`config.mk`:
```
export PLATFORM = sky130hd
export DESIGN_NAME = stpt_front_flat
export DESIGN_NICKNAME = d
export VERILOG_FILES = /design/src/design/stpt_pkg.sv /design/src/design/stpt_req_if.sv /design/src/design/stpt_front.sv /design/src/flat_wrapper.sv
export SDC_FILE = /design/constraint.sdc
export NUM_CORES = 1
export LEC_CHECK = 0
export ABC_CLOCK_PERIOD_IN_PS = 6300
export CAP_MARGIN = 20
export CORE_MARGIN = 2
export CORE_UTILIZATION = 45
export DETAILED_ROUTE_END_ITERATION = 8
export DONT_BUFFER_PORTS = 1
export SKIP_LAST_GASP = 1
export SLEW_MARGIN = 20
export SYNTH_ARGS = -nofsm -noshare
export SYNTH_HDL_FRONTEND = slang
export SYNTH_SLANG_ARGS = --single-unit
```
`constraint.sdc`:
```
create_clock -name vclk -period 6.3
set_input_delay 0.315 -clock vclk [all_inputs]
set_output_delay 0.315 -clock vclk [all_outputs]
set_load 0.03 [all_outputs]
```
`src/design/stpt_pkg.sv`:
```
// Package for the segment table page translator.
// Holds the shared widths, reset values, codes and enumerated types.
// Depends on nothing; every other file of the block but stpt_ram refers to it.
package stpt_pkg;

   localparam int MAX_SEGMENTS_DEF = 64;
   localparam int ADDR_BITS_DEF    = 52;

   localparam int OPCODE_W       = 2;
   localparam int STATUS_W       = 3;
   localparam int KIND_W         = 2;
   localparam int NODE_W         = 9;
   localparam int SEG_NODE_W     = 8;
   localparam int PAGE_INDEX_W   = 40;
   localparam int PAGE_ORDER_W   = 5;
   localparam int BLOCK_SHIFT_W  = 6;
   localparam int MAX_NODES_W    = 9;
   localparam int REG_IDX_W      = 2;
   localparam int CSR_ADDR_W     = REG_IDX_W + 2;
   localparam int CSR_DATA_W     = 32;
   localparam int QUEUE_DEPTH    = 2;

   localparam logic [PAGE_ORDER_W-1:0]  PAGE_ORDER_RESET  = 5'd12;
   localparam logic [BLOCK_SHIFT_W-1:0] BLOCK_SHIFT_RESET = 6'd27;
   localparam logic [MAX_NODES_W-1:0]   MAX_NODES_RESET   = 9'd16;

   typedef enum logic [OPCODE_W-1:0] {
      OP_CLEAR     = 2'd0,
      OP_ADD       = 2'd1,
      OP_TRANSLATE = 2'd2,
      OP_NOP       = 2'd3
   } opcode_type;

   typedef enum logic [STATUS_W-1:0] {
      STATUS_OK           = 3'd0,
      STATUS_OUT_OF_RANGE = 3'd1,
      STATUS_NO_NODE      = 3'd2,
      STATUS_TABLE_FULL   = 3'd3,
      STATUS_SKIPPED      = 3'd4
   } status_type;

   // Classified request kinds passed from the front end to the back end.
   typedef enum logic [KIND_W-1:0] {
      KIND_CLEAR = 2'd0,
      KIND_DONE  = 2'd1,
      KIND_ADD   = 2'd2,
      KIND_WALK  = 2'd3
   } kind_type;

   typedef enum logic [REG_IDX_W-1:0] {
      REG_PAGE_ORDER  = 2'd0,
      REG_BLOCK_SHIFT = 2'd1,
      REG_MAX_NODES   = 2'd2
   } reg_index_type;

   typedef enum logic [1:0] {
      BACK_IDLE = 2'd0,
      BACK_WALK = 2'd1,
      BACK_ADDR = 2'd2
   } back_state_type;

endpackage

```
`src/design/stpt_req_if.sv`:
```
// Request channel of the segment table page translator.
// Carries valid, ready and the request payload; widths come from stpt_pkg.
interface stpt_req_if #(
   parameter int ADDR_BITS = stpt_pkg::ADDR_BITS_DEF
) ();
   logic                                  valid;
   logic                                  ready;
   logic [stpt_pkg::OPCODE_W-1:0]         opcode;
   logic [ADDR_BITS-1:0]                  block_start;
   logic [ADDR_BITS-1:0]                  range_end;
   logic                                  block_online;
   logic signed [stpt_pkg::NODE_W-1:0]    node;
   logic [stpt_pkg::PAGE_INDEX_W-1:0]     page_index;

   modport source (
      output valid, opcode, block_start, range_end, block_online, node, page_index,
      input  ready
   );
   modport sink (
      input  valid, opcode, block_start, range_end, block_online, node, page_index,
      output ready
   );
endinterface

```
`src/design/stpt_front.sv`:
```
// Front end: accepts requests and classifies them for the back end.
// Clips added blocks, checks nodes and offsets; uses stpt_pkg and stpt_req_if.
module stpt_front #(
   parameter int ADDR_BITS = stpt_pkg::ADDR_BITS_DEF
) (
   stpt_req_if.sink                            req,
   input  logic [stpt_pkg::PAGE_ORDER_W-1:0]   page_order,
   input  logic [stpt_pkg::BLOCK_SHIFT_W-1:0]  block_shift,
   input  logic [stpt_pkg::MAX_NODES_W-1:0]    max_nodes,
   input  logic                                queue_full,
   output logic                                push,
   output logic [stpt_pkg::KIND_W + stpt_pkg::STATUS_W + stpt_pkg::SEG_NODE_W
                 + 3 * ADDR_BITS - 1:0]        cmd_data
);
   localparam int SHIFTED_W = stpt_pkg::PAGE_INDEX_W + (1 << stpt_pkg::PAGE_ORDER_W) - 1;

   typedef struct packed {
      stpt_pkg::kind_type                kind;
      stpt_pkg::status_type              status;
      logic [ADDR_BITS-1:0]              start;
      logic [ADDR_BITS-1:0]              limit;
      logic [stpt_pkg::SEG_NODE_W-1:0]   node;
      logic [ADDR_BITS-1:0]              offset;
   } cmd_type;

   cmd_type                cmd;
   logic [ADDR_BITS-1:0]   span;
   logic [ADDR_BITS-1:0]   sum;
   logic                   carry;
   logic [ADDR_BITS-1:0]   limit;
   logic [SHIFTED_W-1:0]   shifted;
   logic                   overflow;
   logic                   skip_early;
   logic                   no_node;
   logic                   node_high;

   assign req.ready = !queue_full;
   assign push      = req.valid && !queue_full;
   assign cmd_data  = cmd;

   // A block covers 2^block_shift bytes; larger shifts saturate to the whole space.
   assign span         = ~({ADDR_BITS{1'b1}} << block_shift);
   assign {carry, sum} = {1'b0, req.block_start} + {1'b0, span};
   assign limit        = (carry || (sum > req.range_end)) ? req.range_end : sum;

   assign shifted  = SHIFTED_W'(req.page_index) << page_order;
   assign overflow = |(shifted >> ADDR_BITS);

   assign skip_early = (req.block_start >= req.range_end) || !req.block_online;
   assign no_node    = req.node[stpt_pkg::NODE_W-1];
   assign node_high  = $unsigned(req.node) >= max_nodes;

   always_comb begin
      cmd.kind   = stpt_pkg::KIND_DONE;
      cmd.status = stpt_pkg::STATUS_OK;
      cmd.start  = req.block_start;
      cmd.limit  = limit;
      cmd.node   = req.node[stpt_pkg::SEG_NODE_W-1:0];
      cmd.offset = shifted[ADDR_BITS-1:0];
      unique case (stpt_pkg::opcode_type'(req.opcode))
         stpt_pkg::OP_CLEAR: begin
            cmd.kind = stpt_pkg::KIND_CLEAR;
         end
         stpt_pkg::OP_ADD: begin
            priority if (skip_early) begin
               cmd.status = stpt_pkg::STATUS_SKIPPED;
            end else if (no_node) begin
               cmd.status = stpt_pkg::STATUS_NO_NODE;
            end else if (node_high) begin
               cmd.status = stpt_pkg::STATUS_SKIPPED;
            end else begin
               cmd.kind = stpt_pkg::KIND_ADD;
            end
         end
         stpt_pkg::OP_TRANSLATE: begin
            if (no_node || overflow) begin
               cmd.status = stpt_pkg::STATUS_OUT_OF_RANGE;
            end else begin
               cmd.kind = stpt_pkg::KIND_WALK;
            end
         end
         stpt_pkg::OP_NOP: begin
            cmd.kind = stpt_pkg::KIND_DONE;
         end
      endcase
   end
endmodule

```
`src/flat_wrapper.sv`:
```
// flat-port wrapper written by rule: the top's interface ports become plain ports
module stpt_front_flat 
#(
   parameter int ADDR_BITS = stpt_pkg::ADDR_BITS_DEF
)
  (page_order, block_shift, max_nodes, queue_full, push, cmd_data, req_valid, req_opcode, req_block_start, req_range_end, req_block_online, req_node, req_page_index, req_ready);
  stpt_req_if #(.ADDR_BITS(ADDR_BITS)) req_i ();
  input  logic [stpt_pkg::PAGE_ORDER_W-1:0] page_order;
  input  logic [stpt_pkg::BLOCK_SHIFT_W-1:0] block_shift;
  input  logic [stpt_pkg::MAX_NODES_W-1:0] max_nodes;
  input  logic queue_full;
  output logic push;
  output logic [stpt_pkg::KIND_W + stpt_pkg::STATUS_W + stpt_pkg::SEG_NODE_W
                 + 3 * ADDR_BITS - 1:0] cmd_data;
  input wire logic [$bits(req_i.valid)-1:0] req_valid;
  input wire logic [$bits(req_i.opcode)-1:0] req_opcode;
  input wire logic [$bits(req_i.block_start)-1:0] req_block_start;
  input wire logic [$bits(req_i.range_end)-1:0] req_range_end;
  input wire logic [$bits(req_i.block_online)-1:0] req_block_online;
  input wire logic [$bits(req_i.node)-1:0] req_node;
  input wire logic [$bits(req_i.page_index)-1:0] req_page_index;
  output wire logic [$bits(req_i.ready)-1:0] req_ready;
  assign req_i.valid = req_valid;
  assign req_i.opcode = req_opcode;
  assign req_i.block_start = req_block_start;
  assign req_i.range_end = req_range_end;
  assign req_i.block_online = req_block_online;
  assign req_i.node = req_node;
  assign req_i.page_index = req_page_index;
  assign req_ready = req_i.ready;
  stpt_front #(.ADDR_BITS(ADDR_BITS)) u_core (.req(req_i), .page_order(page_order), .block_shift(block_shift), .max_nodes(max_nodes), .queue_full(queue_full), .push(push), .cmd_data(cmd_data));
endmodule
```
Yosys cells after proc, flatten, opt, wreduce, memory -nomap -nowiden
Index checks and enable logic that the tools add are counted.
- register bits: 0
- input port bits: 178
- output and inout bits: 171
- word-level logic and storage cells: 29
- $add $sub $neg: 1
- $lt $le $gt $ge: 3
- equality and inequality tests: 3
- shift-type cells: 2
- muxes and demuxes: 11
- bitwise gates (word level): 1
- reduce and logical (&&, ||, !) cells: 8
- operators by type and width (kind ; count):
    left shift 40 x 5 -> 71 bit ; 1
    adder 52 x 52 -> 53 bit ; 1
    greater-or-equal comparator 52 bit ; 1
    greater-than comparator 52 bit ; 1
    2-to-1 mux 52 bit ; 1
    NOT 52 bit ; 1
    left shift 52 x 6 -> 52 bit (first input constant) ; 1
    OR reduction 19 bit ; 1
    greater-or-equal comparator 9 bit ; 1
    2-to-1 mux 3 bit ; 3
    2-to-1 mux 2 bit ; 4
    one-hot mux 2 bit (4 select lines) ; 1
    one-hot mux 3 bit (2 select lines) ; 1
    equality test 2 bit (second input constant) ; 2
    logical OR 1 bit ; 3
    equality test 2 x 1 -> 1 bit (second input constant) ; 1
    zero test 1 bit ; 2
    zero test 2 bit ; 1
    logical AND 1 bit ; 1
    2-to-1 mux 1 bit ; 1

Depth between registers and ports, before layout
- depth after elaboration: 6
- depth in mapped cells: 30
- mapped depth without buffers: 27

Worst setup path before layout
Ideal clock, no wire load.
- path kind: input to output
- from: in block_shift[5] (netlist bit)
- to: out cmd_data[65] (netlist bit)
- data arrival time: 6.054 ns
- required time: 5.985 ns
- path slack: -0.069 ns
- stages: 27
- path buffers: 3
- cells stage by stage: clkbuf_1 > nor2_1 > inv_1 > a21oi_1 > nand2_1 > ha_1 > and2_1 > a2111oi_2 > nor3_1 > a221o_2 > or3_4 > a21oi_4 > o31a_4 > o31ai_1 > xor2_1 > ha_1 > nand4_1 > or4_1 > inv_1 > nand3_1 > or2_2 > o21ai_0 > o311a_1 > buf_2 > clkbuf_1 > nand2_1 > o21ai_0
- RTL lines (element ; line ; source):
    start: declaration ; flat_wrapper.sv:9 ; input logic [stpt_pkg::BLOCK_SHIFT_W-1:0] block_shift;
    end: declaration ; flat_wrapper.sv:14 ; + 3 * ADDR_BITS - 1:0] cmd_data;

==> metrics <==
status=completed; PortBufs=0; Worst Hold Depth=0; gp weighted congestion=0.944; post-route setup slack=0.210 ns; worst hold start=req_block_start[5]; row count=53; Required @ worst endpoint=5.98 ns; metal1 wirelength=13,100 um; Tcrit/Tclk final=0.967; worst-margin pin slew=1.13 ns; sequential cell area=0 um^2; pwr dens=171 nW/um^2; Hold Path End=cmd_data[117]; Yosys warning total=0; n_diodes=0; Area growth syn-to-layout=7.97%; via count=9,848; area share of the largest cell type after synthesis=0.222; antenna violations before repair=0; GRT Total Usage=0.266; Max-slew headroom=0.241; Static Leak=0.00509 uW; Sw Pwr=1050 uW; WL final=32,300 um; worst setup path class=in -> out; fmax=164 MHz; max-cap violation count=0; top post-synthesis cells by area=ha_1 22%, nand2_1 8.4%, mux2i_1 7.1%; Routed Antenna Nets=0; die area=22,400 um^2; unique cell type count in the Yosys netlist=77; largest area contributor in the netlist=ha_1; Overall Power=1760 uW; switching portion of total power=0.601; Nets=1,696; Sequential Power Share=0; DP Worst Slack=0.00866 ns; Post-Syn Area per Cell=6.94 um^2; net count after synthesis=1,720; WP data arrival=5.78 ns; WL/cell=19.9 um; CORE AREA=20,900 um^2; CP startpoint kind=primary input; VDD IR max=0.0879 mV; die width=150 um; Slew Viols, Final=0; DR iter-0 viols=536; post-synthesis cell area=9530 um^2; die height=150 um; vias per inst=6.08; Post-DP HPWL=26,800 um; CLK BUF=0; Setup-failing EPs final=0; largest net degree at the start of global routing=55; DR DRC count=0; sequential fraction of the synthesis area=0; Hold Fails Final Rpt=0; combinational share of power=1.000; GRT overflow=0; Pre-antenna DRT Iters=5; Internal Power=701 uW; seq_cells=0; Crit. End Element=output port; HP Class=in -> out; layout cell share with drive strength beyond 1=0.148; top-level port count=349; met2 WL=15,500 um; CP max FO=13; first-pass GRT wire length=48,000 um; vias in the first global route=9,163; Starting Density=0.456; Gate Count Post-Synth=1,372; Min Clock Period, post-route=6.09 ns; Routed met3 length=2580 um; clock share of power=0; highest routed layer=met4
[worst max path at each step]
stage,cells past startpoint,to,start
6_report,27,cmd_data[110],block_shift[1]
5_1_grt,26,cmd_data[88],block_shift[1]
4_1_cts,26,cmd_data[110],block_shift[1]
3_5_place_dp,26,cmd_data[110],block_shift[1]
3_3_place_gp,26,cmd_data[110],block_shift[1]
2_1_floorplan,27,cmd_data[66],block_shift[5]
[worst max-delay path: stages]
cell and delay, ns:
or2_2 0.31, nand2_2 0.08, nand3_1 0.09, ha_1 0.32, buf_4 0.16, and4_1 0.18, and2_4 0.16, and3_1 0.15
a221o_2 0.40, or3_4 0.40, a21oi_4 0.27, buf_6 0.15, a21oi_1 0.09, xor2_2 0.18, ha_1 0.33, nand4_1 0.15
or4_4 0.57, inv_1 0.08, nand3_2 0.08, o211ai_1 0.30, o21ai_4 0.11, o311a_4 0.18, buf_4 0.16, clkbuf_16 0.16
a21oi_2 0.13, nand3_2 0.11, buf_12 0.15
[stage by stage]
step	utilization	hold slack [ns]	area (um^2)	instances	TNS [ns]
finish	0.492	0.630	10300	1621	0
global route	0.492	0.630	10300	1621	-0.0116
CTS	0.473	0.630	9890	1604	0
detailed placement	0.473	0.630	9880	1603	0
global placement	0.473	0.630	9880	1603	0
floorplan	-	0.740	9570	1372	-1.67
[metal layers]
layer,vias up,GRT usage
met1,4548,0.323
met4,0,0.0576
met2,364,0.479
met5,-,0
met3,53,0.0549
li1,4883,-
[placed cells by master (no fill, tap or decap), drive strengths merged, types with 28 or more instances in the layout]
cell   instances
nand2        212
a21o          47
mux2i         68
buf           93
nand4         30
a21oi        109
xnor2         28
o21ai        109
inv          100
nor2          74
ha           169
[area by class of cell]
type | count | area, um^2
well taps | 275 | 344
inverters | 100 | 375
multi-input cells | 1149 | 8680
repair buffers | 97 | 885
fillers | 2135 | 10600
[cell usage after synthesis, drive strengths merged, types with 4 or more instances]
cell type / instances
o311a: 4
clkbuf: 45
xnor2: 28
nand2b: 7
o2111ai: 6
o22ai: 11
a21o: 47
or2: 4
a31o: 6
nor3: 13
o211ai: 6
mux2: 20
a211oi: 12
o21bai: 22
nor2: 74
nor2b: 12
xor2: 20
o21a: 15
o31a: 4
a221o: 4
nand4: 30
nand2: 212
and2: 10
ha: 169
and3: 8
inv: 100
or3: 4
a31oi: 9
mux2i: 68
a221oi: 4
a211o: 4
o31ai: 6
a21oi: 109
and4: 6
o21ai: 109
nand3: 26
a21boi: 8
buf: 79
mux4: 21
[repair_timing]
action,in CTS,in global routing
endpoints found under the setup margin,1,52
cloned,0,5
resized for setup,0,36
setup buffers,1,12
pin swaps,1,24
hold buffers,0,0
[power by group through the flow]
stage	Combinational, uW	Sequential [uW]	Clock (uW)
after floorplan	1280	0	0
after global placement	1620	0	0
after detailed placement	1630	0	0
after CTS	1630	0	0
after global routing	1910	0	0
final	1760	0	0
[cells by family (layout without fill, tap and decap cells)]
family	Yosys count	in the layout	synth area share
simple gates	416	416	0.197
compound gates	405	406	0.275
buf+inv	224	197	0.114
fa+ha+maj	170	170	0.224
mux	109	109	0.146
xor+xnor	48	48	0.0441
No activity file was read; power rests on OpenSTA's default activity.
