==> src/design/stpt_pkg.sv <==
// Package for the segment table page translator.
// Holds the shared widths, reset values, codes and enumerated types.
// Depends on nothing; every other file of the block but stpt_ram refers to it.
package stpt_pkg;

   localparam int MAX_SEGMENTS_DEF = 64;
   localparam int ADDR_BITS_DEF    = 52;

   localparam int OPCODE_W       = 2;
   localparam int STATUS_W       = 3;
   localparam int KIND_W         = 2;
   localparam int NODE_W         = 9;
   localparam int SEG_NODE_W     = 8;
   localparam int PAGE_INDEX_W   = 40;
   localparam int PAGE_ORDER_W   = 5;
   localparam int BLOCK_SHIFT_W  = 6;
   localparam int MAX_NODES_W    = 9;
   localparam int REG_IDX_W      = 2;
   localparam int CSR_ADDR_W     = REG_IDX_W + 2;
   localparam int CSR_DATA_W     = 32;
   localparam int QUEUE_DEPTH    = 2;

   localparam logic [PAGE_ORDER_W-1:0]  PAGE_ORDER_RESET  = 5'd12;
   localparam logic [BLOCK_SHIFT_W-1:0] BLOCK_SHIFT_RESET = 6'd27;
   localparam logic [MAX_NODES_W-1:0]   MAX_NODES_RESET   = 9'd16;

   typedef enum logic [OPCODE_W-1:0] {
      OP_CLEAR     = 2'd0,
      OP_ADD       = 2'd1,
      OP_TRANSLATE = 2'd2,
      OP_NOP       = 2'd3
   } opcode_type;

   typedef enum logic [STATUS_W-1:0] {
      STATUS_OK           = 3'd0,
      STATUS_OUT_OF_RANGE = 3'd1,
      STATUS_NO_NODE      = 3'd2,
      STATUS_TABLE_FULL   = 3'd3,
      STATUS_SKIPPED      = 3'd4
   } status_type;

   // Classified request kinds passed from the front end to the back end.
   typedef enum logic [KIND_W-1:0] {
      KIND_CLEAR = 2'd0,
      KIND_DONE  = 2'd1,
      KIND_ADD   = 2'd2,
      KIND_WALK  = 2'd3
   } kind_type;

   typedef enum logic [REG_IDX_W-1:0] {
      REG_PAGE_ORDER  = 2'd0,
      REG_BLOCK_SHIFT = 2'd1,
      REG_MAX_NODES   = 2'd2
   } reg_index_type;

   typedef enum logic [1:0] {
      BACK_IDLE = 2'd0,
      BACK_WALK = 2'd1,
      BACK_ADDR = 2'd2
   } back_state_type;

endpackage

==> src/design/stpt_queue.sv <==
// Short request queue between the front end and the back end.
// Depth comes from stpt_pkg; the entry width is a parameter.
module stpt_queue #(
   parameter int WIDTH = 8
) (
   input  logic             clock,
   input  logic             reset,
   input  logic             push,
   input  logic [WIDTH-1:0] push_data,
   input  logic             pop,
   output logic             full,
   output logic             empty,
   output logic [WIDTH-1:0] pop_data
);
   localparam int DEPTH = stpt_pkg::QUEUE_DEPTH;
   localparam int PTR_W = (DEPTH > 1) ? $clog2(DEPTH) : 1;
   localparam int CNT_W = $clog2(DEPTH + 1);

   logic [WIDTH-1:0] slot_ff [DEPTH];
   logic [PTR_W-1:0] wr_ptr_ff, wr_ptr_in, rd_ptr_ff, rd_ptr_in;
   logic [CNT_W-1:0] count_ff, count_in;

   assign full     = (count_ff == CNT_W'(DEPTH));
   assign empty    = (count_ff == '0);
   assign pop_data = slot_ff[rd_ptr_ff];

   always_comb begin
      wr_ptr_in = wr_ptr_ff;
      rd_ptr_in = rd_ptr_ff;
      count_in  = count_ff;
      if (push) begin
         wr_ptr_in = (wr_ptr_ff == PTR_W'(DEPTH - 1)) ? '0 : wr_ptr_ff + PTR_W'(1);
      end
      if (pop) begin
         rd_ptr_in = (rd_ptr_ff == PTR_W'(DEPTH - 1)) ? '0 : rd_ptr_ff + PTR_W'(1);
      end
      if (push && !pop) begin
         count_in = count_ff + CNT_W'(1);
      end else if (pop && !push) begin
         count_in = count_ff - CNT_W'(1);
      end
   end

   always_ff @(posedge clock) begin
      if (reset) begin
         wr_ptr_ff <= '0;
         rd_ptr_ff <= '0;
         count_ff  <= '0;
      end else begin
         wr_ptr_ff <= wr_ptr_in;
         rd_ptr_ff <= rd_ptr_in;
         count_ff  <= count_in;
      end
   end

   always_ff @(posedge clock) begin
      if (push) begin
         slot_ff[wr_ptr_ff] <= push_data;
      end
   end
endmodule

==> config.mk <==
export PLATFORM = sky130hd
export DESIGN_NAME = stpt_queue
export DESIGN_NICKNAME = d
export VERILOG_FILES = /design/src/design/stpt_pkg.sv /design/src/design/stpt_queue.sv
export SDC_FILE = /design/constraint.sdc
export NUM_CORES = 1
export LEC_CHECK = 0
export ABC_CLOCK_PERIOD_IN_PS = 2900
export BUFFER_PORTS_ARGS = -buffer_cell sky130_fd_sc_hd__buf_2
export CAP_MARGIN = 20
export CORE_MARGIN = 5
export CORE_UTILIZATION = 40
export CTS_CLUSTER_DIAMETER = 150
export DETAILED_ROUTE_END_ITERATION = 8
export PLACE_DENSITY = 0.66
export SYNTH_ARGS = -nofsm -noshare
export SYNTH_HDL_FRONTEND = slang
export SYNTH_SLANG_ARGS = --single-unit
==> constraint.sdc <==
create_clock -name clock -period 2.9 [get_ports clock]
set_input_delay 0.58 -clock clock [delete_from_list [all_inputs] [get_ports clock]]
set_output_delay 0.58 -clock clock [all_outputs]
set_load 0.02 [all_outputs]
== Word level (Yosys, flattened, before mapping) ==
Memory sizes are Yosys's and may differ from the RTL's. A register that Yosys moved wholly into a read port is not among the register bits.
Cells that the tools add are included.

* Bits in registers: 4
* Memories kept: 1
* Input port bits: 12
* Logic and storage cells: 23
* Output and inout bits: 10
* Bits in writable memories: 16

* Add/subtract/negate cells: 4
* Reduce and logical (&&, ||, !) cells: 6
* Muxes and demuxes: 8
* Eq/ne operators: 1

{| class="wikitable"
|+ Memory list
! name !! depth !! bits a word !! rd ports !! clocked after memory_dff !! wr ports !! line !! RTL
|-
| slot_ff || 2 || 8 || 1 || 1 || 1 || stpt_queue.sv:19 || <nowiki>logic [WIDTH-1:0] slot_ff [DEPTH];</nowiki>
|}

{| class="wikitable"
|+ Operators by type and width
! operator !! count
|-
| $mux 1 || 6
|-
| $mux 2 || 2
|-
| $add 1x1->1 const B || 2
|-
| $add 2x1->2 const B || 1
|-
| $eq 2x2->1 const B || 1
|-
| $logic_and 1x1->1 || 2
|-
| $logic_not 1->1 || 2
|-
| $logic_not 2->1 || 1
|-
| $reduce_bool 2->1 || 1
|-
| $sub 2x1->2 const B || 1
|}

== Logic depth before layout (Yosys ltp) ==
Gate-level depths: netlist of run 1.

* Depth after elaboration: 4
* Gate-level depth with buffers: 5
* Gate-level depth less buffers: 5

== Worst setup path after synthesis of run 1 ==
No wires, ideal clock.

* Path type: reg-to-output
* Start: register (tool-made name)
* End: output pop_data[0]
* Stages on the path, launching flop included: 3
* Data required time: 2.320 ns
* Path buffers: 1
* Path slack: 1.467 ns
* Arrival: 0.853 ns
* Path through: dfxtp_1 -> buf_2 -> mux2_2

{| class="wikitable"
|+ RTL lines
! element !! line !! RTL
|-
| to (decl) || stpt_queue.sv:13 || <nowiki>output logic [WIDTH-1:0] pop_data</nowiki>
|}

==> metrics, run 1 <==
first-pass GRT wire length 1.587 mm; Critical Path Max Stage Delay 550 ps; clock slew at reported path FFs around 100 ps; Crit path buffers/inverters 1; critical path launch point type flip-flop; FF+latch area slightly below 600 um^2; cells along the critical path mux2_2 > buf_2; Syn Area/Cell 16.66 um^2; number of flops mapped to enable cells by yosys 16; largest net degree at the start of global routing 12; worst slew margin relative to its limit 53.49%; initial core utilization between 40% and 50%; Worst IR Drop VDD around 0.34 mV; setup_tns 0 ps; Post-Syn Instances 47; pwr/cell area between 600 and 700 nW/um^2; ANT cells 0; DR vias 426; dominant cells by area after synthesis edfxtp_1 61%, dfxtp_1 13%, mux2_2 12%, nor2_1 2.4%, xnor2_1 2.2%; post-synthesis async set-or-reset flop share 0%; family with the most delay on the worst path flip-flops; First-pass DRT Iterations 1; DRT iter0 DRCs 0; Final min period 1948 ps; worst-skew pair later-pin latency slightly below 300 ps; Synth area leader edfxtp_1; Final Max Tran Viols 0; most common flop cell mapped by yosys edfxtp_1; sequential area share after synthesis 74.12%; total grt overflow 0; leakage power 0.3726 nW; Yosys top cell area share approximately three fifths; most instantiated cells after synthesis 16 x edfxtp_1, 8 x mux2_2, 5 x dfxtp_1, 5 x nor2_1; crit share post-route between 60 and 70%; max_cap viols 0; post-route worst setup slack roughly 950 ps; Total Nets Final 85; final worst clock skew roughly 1.3 ps; total CTS buffers 3; unrepaired setup endpoints after global routing no; die footprint between 2000 and 3000 um^2; kind of critical path flip-flop to output pin; Hold Buf Count CTS 0; Slew @ Worst Pin 696.2 ps; Final Util roughly half; io pins 22; DR vias/cell 4.347; Hold Fails Final Rpt 0; Final Non-Filler Cells slightly below 100; clock sinks 21; fraction of layout cells with a size suffix above 1 between 40% and 50%; DRC 0; crit path max fanout 8; Clock Tree Buf Depth 2; vias in the first global route slightly above 400; CP max stage cell dfxtp_1; H-tree depth 1; total power between 0.5 and 0.6 mW; Final Wtd Congestion approximately 0.65; most common cell in the synthesized netlist edfxtp_1; f_max 513.5 MHz; Hold Crit Class input port to flip-flop; #FFs+latches synth 21; Critical Path End Type output pin; # setup viols final 0; CP Data Required Time between 2000 and 2500 ps; Fill cells around 200; post-synthesis cell type count 15; status finished clean; mapped cell area between 700 and 800 um^2; Post CTS Setup Buffer Count 0; Area growth syn-to-layout 20.45%; FP Rows 16; wire per inst between 10 and 15 um; Die Width 54.25 um; post_cts resized 0; CP arrival around 1400 ps; total wire length 1.086 mm; initial antenna violation count 0; Ys Warns 0; Detail Route Antenna Nets 0; Inst Count DP 94; Multi-input gate area around 190 um^2; Place WS 1206 ps; overall routing resource usage under 10%; Core ar. between 1500 and 2000 um^2; chip height between 50 and 60 um; TritonCTS clock tree done; Synthesized Nets 60; Detail Placement HPWL around 810 um; Root Buffer clkbuf_4; Buffers on Ports 21
==> layout make-up <==
| class | instances | share of cell area (%) |
|---|---|---|
| clock buffer | 4 | 2.785 |
| multi-input combinational | 24 | 20.56 |
| inverter | 1 | 0.3979 |
| tap | 27 | 3.581 |
| timing repair buffer | 21 | 11.14 |
| sequential | 21 | 61.54 |
==> worst paths after layout <==
check                           slack (ps)          from            end  cells after the start
worst max-delay path                   950     flip-flop    pop_data[4]                      2
worst max register to register        1640     wr_ptr_ff  slot_ff[0][3]                      1
worst min register to register         510   count_ff[1]    count_ff[1]                      2
worst min-delay path                   470  push_data[6]  slot_ff[0][6]                      1
==> registers in the layout, indices dropped and copies added, names as in the netlist, named ones only <==
register and count:
rd_ptr_ff 1, wr_ptr_ff 1, slot_ff 16, count_ff 2
==> where the power goes <==
part	leakage, nW	total (mW)	switching [mW]	internal [mW]
combinational	0.166	0.0918	0.0505	0.0414
clock	0.0150	0.131	0.0779	0.0534
sequential	0.192	0.360	0.0127	0.347
==> metal layers <==
layer	up-vias	GRT usage, %	wire, um
met5	-	0	0
met4	0	3.734	0
met3	0	3.542	129
met2	14	14.34	523
met1	196	7.330	433
li1	216	-	-
==> kinds of logic (layout without fill, tap and decap cells) <==
| group | after synthesis | after routing | synth area share, % |
|---|---|---|---|
| DFF | 21 | 21 | 74.12 |
| and+or+nand+nor | 9 | 9 | 5.913 |
| muxes | 8 | 8 | 11.50 |
| xor gates and xnor gates | 4 | 4 | 4.474 |
| AOI/OAI and AO/OA | 2 | 2 | 1.277 |
| buffers and inverters | 2 | 26 | 1.117 |
| adders and majority gates | 1 | 1 | 1.597 |
==> cell usage in the layout, fill, tap and decap left out, drive strengths merged <==
master	n
edfxtp	16
xnor2	2
buf	21
clkbuf	4
ha	1
inv	1
and2	1
a21oi	1
dfxtp	5
and2b	1
nor2	5
xor2	2
or3	1
nor2b	1
mux2	8
o21ai	1
==> through the flow <==
stage | cell area, um^2 | hold slack, ps
final | 943.4 | 471.9
after global routing | 943.4 | 453.7
after CTS | 943.4 | 467.3
after detailed placement | 917.1 | 498.4
after global placement | 917.1 | 485.5
after floorplan | 783.3 | 461.4
No activity file was read; power rests on OpenSTA's default activity.
==> inputs of run 2 (changes only) <==
--- a/config.mk
+++ b/config.mk
@@ -5,14 +5,14 @@
 export SDC_FILE = /design/constraint.sdc
 export NUM_CORES = 1
 export LEC_CHECK = 0
-export ABC_CLOCK_PERIOD_IN_PS = 2900
+export ABC_CLOCK_PERIOD_IN_PS = 1700
 export BUFFER_PORTS_ARGS = -buffer_cell sky130_fd_sc_hd__buf_2
 export CAP_MARGIN = 20
 export CORE_MARGIN = 5
 export CORE_UTILIZATION = 40
 export CTS_CLUSTER_DIAMETER = 150
 export DETAILED_ROUTE_END_ITERATION = 8
-export PLACE_DENSITY = 0.66
+export PLACE_DENSITY = 0.68
 export SYNTH_ARGS = -nofsm -noshare
 export SYNTH_HDL_FRONTEND = slang
 export SYNTH_SLANG_ARGS = --single-unit
==> constraint.sdc (replaced) <==
create_clock -name clock -period 1.7 [get_ports clock]
set_input_delay 0.34 -clock clock [delete_from_list [all_inputs] [get_ports clock]]
set_output_delay 0.34 -clock clock [all_outputs]
set_load 0.02 [all_outputs]
==> run 2 against run 1 <==
Net effect:
- first-iteration DRC count grew 9
- final area grew 0.93%
- via count grew 2.3%
- flip-flop and latch count is the same
- highest routed layer unchanged
==> metrics, run 2 (same netlist as run 1, synthesis figures left out) <==
status finished clean; crit path max fanout 8; Clock Tree Buf Depth 2; Final min period 1581 ps; initial core utilization between 40% and 50%; Critical Path End Type output pin; first-pass GRT wire length about 1.7 mm; DRC 0; Top reg by flops slot_ff; Detail Placement HPWL 816.6 um; setup_tns 0 ps; Core ar. 1922 um^2; Clk network pwr share between 20% and 30%; max reg flops 16; Place WS roughly 310 ps; H-tree depth 1; CP arrival approximately 1200 ps; unrepaired setup endpoints after global routing no; max_cap viols 0; Int Power 0.7570 mW; total grt overflow 0; vias in the first global route ~430; post-route worst setup slack about 120 ps; Sw Pwr between 0.2 and 0.25 mW; hold_ws between 200 and 250 ps; Post CTS Setup Buffer Count 0; leakage power roughly 0.38 nW; combinational power share between 15 and 20%; total wire length ~1.1 mm; Fill cells 192; # setup viols final 0; Post-DP Area 924.6 um^2; wire per inst between 10 and 15 um; Area growth syn-to-layout 21.57%; Switching Share a little under a quarter; worst-skew pair later-pin latency between 200 and 300 ps; Die Width 54.25 um; leading registers by flop count slot_ff: 16 flops, count_ff: 2 flops; part of the power in registers 61.9%; most frequent cells in the layout 21 x buf_2, 16 x edfxtp_1, 8 x mux2_2; Hold Crit Class input port to flip-flop; largest net degree at the start of global routing 12; DR vias approximately 440; total CTS buffers 3; Hold Fails Final Rpt 0; Final Wtd Congestion between 0.5 and 0.6; initial antenna violation count 0; Root Buffer clkbuf_4; CP Data Required Time around 1400 ps; Total Nets Final 86; critical path launch point type flip-flop; die footprint 2943 um^2; io pins 22; Buffers on Ports 21; commonest non-fill, non-tap cell in the layout buf_2; overall routing resource usage between 8 and 9%; Detail Route Antenna Nets 0; DR vias/cell ~4.4; Slew @ Worst Pin around 370 ps; Worst IR Drop VDD 0.5905 mV; final worst clock skew between 3 and 4 ps; final instance area between 900 and 1000 um^2; pwr/cell area about 1000 nW/um^2; kind of critical path flip-flop to output pin; ANT cells 0; worst slew margin relative to its limit approximately three quarters; FP Rows 16; clock slew at reported path FFs 100 ps; DRT iter0 DRCs 9; crit share post-route between 90% and 100%; TritonCTS clock tree done; First-pass DRT Iterations 4; fraction of layout cells with a size suffix above 1 between 40% and 50%; Final Max Tran Viols 0; f_max 632.6 MHz; clock sinks 21; chip height roughly 54 um
## run 2: power groups by stage
stage | Sequential [mW] | Clock (mW) | Combinational [mW]
3_3_place_gp | 0.624 | 0 | 0.159
3_5_place_dp | 0.626 | 0 | 0.163
4_1_cts | 0.615 | 0.233 | 0.164
6_report | 0.614 | 0.218 | 0.160
2_1_floorplan | 0.616 | 0 | 0.114
5_1_grt | 0.619 | 0.257 | 0.176
## run 2: final cells by class
type	count	area [um^2]	area share, %
timing repair buffer	22	112.6	11.83
multi-input combinational	24	193.9	20.37
tap	27	33.78	3.548
inverter	1	3.754	0.3942
clock buffer	4	26.28	2.760
sequential	21	581.8	61.10
## run 2: metal layers
metal | wire (um) | part of all wire (%) | GRT usage (%) | up-vias
met5 | 0 | 0 | 0 | -
met4 | 0 | 0 | 4.979 | 0
met3 | 91 | 8.3 | 2.997 | 0
met2 | 501 | 46 | 12.95 | 14
met1 | 497 | 46 | 9.582 | 202
li1 | - | - | - | 220
## run 2: worst paths after layout
| check | startpoint | to | slack (ps) | cells past startpoint |
|---|---|---|---|---|
| min reg2reg | count_ff[1] | count_ff[1] | 510 | 2 |
| max reg2reg | wr_ptr_ff | slot_ff[1][3] | 620 | 1 |
| min | push_data[4] | slot_ff[0][4] | 230 | 1 |
| max | flip-flop | pop_data[6] | 120 | 2 |
## run 2: worst max-delay path, cell delays in order (launching register included)
cell and delay, ps:
dfxtp_2 440, mux2_2 350, buf_2 160
## run 2: per-stage QoR
| stage | power, mW | std cells | utilization (%) |
|---|---|---|---|
| floorplan | 0.7296 | 47 | - |
| global placement | 0.7837 | 95 | 48.11 |
| detailed placement | 0.7888 | 95 | 48.11 |
| CTS | 1.012 | 99 | 49.54 |
| global route | 1.052 | 99 | 49.54 |
| finish | 0.9925 | 99 | 49.54 |
## run 2: what timing repair did
item | in CTS | in global routing
endpoints found under the setup margin | 8 | 0
hold buffers | 0 | 0
gates resized for setup | 1 | 0
==> inputs of run 3 (changes only) <==
--- a/config.mk
+++ b/config.mk
@@ -10,9 +10,8 @@
 export CAP_MARGIN = 20
 export CORE_MARGIN = 5
 export CORE_UTILIZATION = 40
-export CTS_CLUSTER_DIAMETER = 150
 export DETAILED_ROUTE_END_ITERATION = 8
-export PLACE_DENSITY = 0.68
+export PLACE_DENSITY = 0.74
 export SYNTH_ARGS = -nofsm -noshare
 export SYNTH_HDL_FRONTEND = slang
 export SYNTH_SLANG_ARGS = --single-unit
==> run 3 against run 2 <==
Net effect:
- sequential power barely moved
- worst hold slack got worse by 5.3 ps
- critical path depth did not move
- clock power rose by 3%
- die area did not move
- register-to-register slack barely moved
- highest routed layer unchanged
- global-route usage rose by 0.57 points
- utilization rose by 0.065 points
- cell count did not move
- via count fell by 0.69%
- fmax fell by 1.5%
- largest power group unchanged
- first-iteration DRC count fell by 67%
==> metrics, run 3 (same netlist as run 1, synthesis figures left out) <==
status finished clean; CP Data Required Time around 1400 ps; Detail Route Antenna Nets 0; reg2reg end slot_ff[1][0]; wire per inst approximately 12 um; Multi-input gate area slightly below 200 um^2; max_cap viols 0; leakage power ~0.38 nW; f_max about 620 MHz; Total Nets Final 86; flop2flop setup slack ~630 ps; clock slew at reported path FFs between 100 and 150 ps; DR vias ~430; Fill cells 185; kind of critical path flip-flop to output pin; Worst R2R Path Depth 1; first-pass GRT wire length around 1.7 mm; DRC 0; Hold Buf Count CTS 0; ANT cells 0; Hold Fails Final Rpt 0; largest net degree at the start of global routing 13; Area growth syn-to-layout 21.73%; hold_ws about 230 ps; total CTS buffers 3; Die Width 54.25 um; FF+latch area 581.8 um^2; Hold Crit Class input port to flip-flop; critical path launch point type flip-flop; worst slew margin relative to its limit approximately three quarters; max reg flops 16; total wire length ~1.2 mm; worst-skew pair later-pin latency ~290 ps; initial antenna violation count 0; Detail Placement HPWL around 890 um; clock sinks 21; DR vias/cell between 4 and 5; crit path max fanout 8; Post CTS Setup Buffer Count 0; leading registers by flop count slot_ff: 16 flops, count_ff: 2 flops; DRT iter0 DRCs 3; final worst clock skew 0.6133 ps; crit path to pop_data[7]; io pins 22; Critical Path End Type output pin; Top reg by flops slot_ff; Worst IR Drop VDD 0.5274 mV; overall routing resource usage under 10%; total grt overflow 0; r2r startpoint wr_ptr_ff; unrepaired setup endpoints after global routing no; commonest non-fill, non-tap cell in the layout buf_2; Switching Share approximately a quarter; initial core utilization about two fifths; pwr/cell area around 1000 nW/um^2; Clock Tree Buf Depth 2; # setup viols final 0; First-pass DRT Iterations 2; post_cts resized 1; Root Buffer clkbuf_4; part of the power in registers between 60% and 70%; die footprint ~2900 um^2; Slew @ Worst Pin approximately 370 ps; setup_tns 0 ps; most frequent cells in the layout 21 x buf_2, 16 x edfxtp_1, 8 x mux2_2; chip height about 54 um; combinational power share roughly 16%; Clk network pwr share 22.5%; crit share post-route 94.38%; Final Wtd Congestion 0.6974; FP Rows 16; Sw Pwr 0.2465 mW; Int Power between 0.7 and 0.8 mW; vias in the first global route 449; Final min period around 1600 ps; CP arrival roughly 1300 ps; TritonCTS clock tree done; Final Max Tran Viols 0; Buffers on Ports 21; H-tree depth 1; fraction of layout cells with a size suffix above 1 about half; Core ar. 1922 um^2
-- run 3: cell count changes in the layout (fill, tap and decap cells not counted), sizes merged --
cell / previous run / this run
clkbuf: 4 / 3
clkinv: 0 / 1
-- run 3: layer usage --
layer	up-vias	track usage, %	routed length, um
met5	-	0	0
met4	0	4.979	0
met3	0	3.542	122
li1	217	-	-
met1	200	8.522	466
met2	16	15.74	581
-- run 3: through the flow --
stage                     utilization (%)  cells  setup slack (ps)  total power, mW  cell area [um^2]
after floorplan                         -     47             506.8           0.7296             783.3
after global placement              48.11     95             307.7           0.7834             924.6
after detailed placement            48.11     95             284.3           0.7895             924.6
after CTS                           49.61     99             76.34            1.017             953.4
after global routing                49.61     99             34.50            1.059             953.4
final                               49.61     99             95.46            1.000             953.4
-- run 3: critical path, stage by stage (launching register included) --
cell and delay (ps):
dfxtp_2 460, mux2_2 360, buf_2 160
-- run 3: worst min path at each step --
stage | from | endpoint | slack [ps] | cells after the start
2_1_floorplan | reset | count_ff[1] | 410 | 1
3_3_place_gp | count_ff[1] | count_ff[1] | 480 | 2
3_5_place_dp | count_ff[1] | count_ff[1] | 490 | 2
4_1_cts | push_data[6] | slot_ff[1][6] | 210 | 1
5_1_grt | push_data[6] | slot_ff[1][6] | 210 | 1
6_report | push_data[2] | slot_ff[0][2] | 230 | 1
-- run 3: layout make-up --
class | instances | share of cell area [%]
Timing Repair Buffer | 22 | 11.81
Multi-Input combinational cell | 24 | 20.34
Clock inverter | 1 | 0.5249
Inverter | 1 | 0.3937
Tap cell | 27 | 3.543
Sequential cell | 21 | 61.02
Clock buffer | 3 | 2.362
-- run 3: power by group through the flow --
stage	Clock, mW	Sequential [mW]	Combinational [mW]
floorplan	0	0.616	0.114
global placement	0	0.624	0.159
detailed placement	0	0.627	0.162
CTS	0.238	0.616	0.164
global route	0.264	0.618	0.177
finish	0.225	0.615	0.161
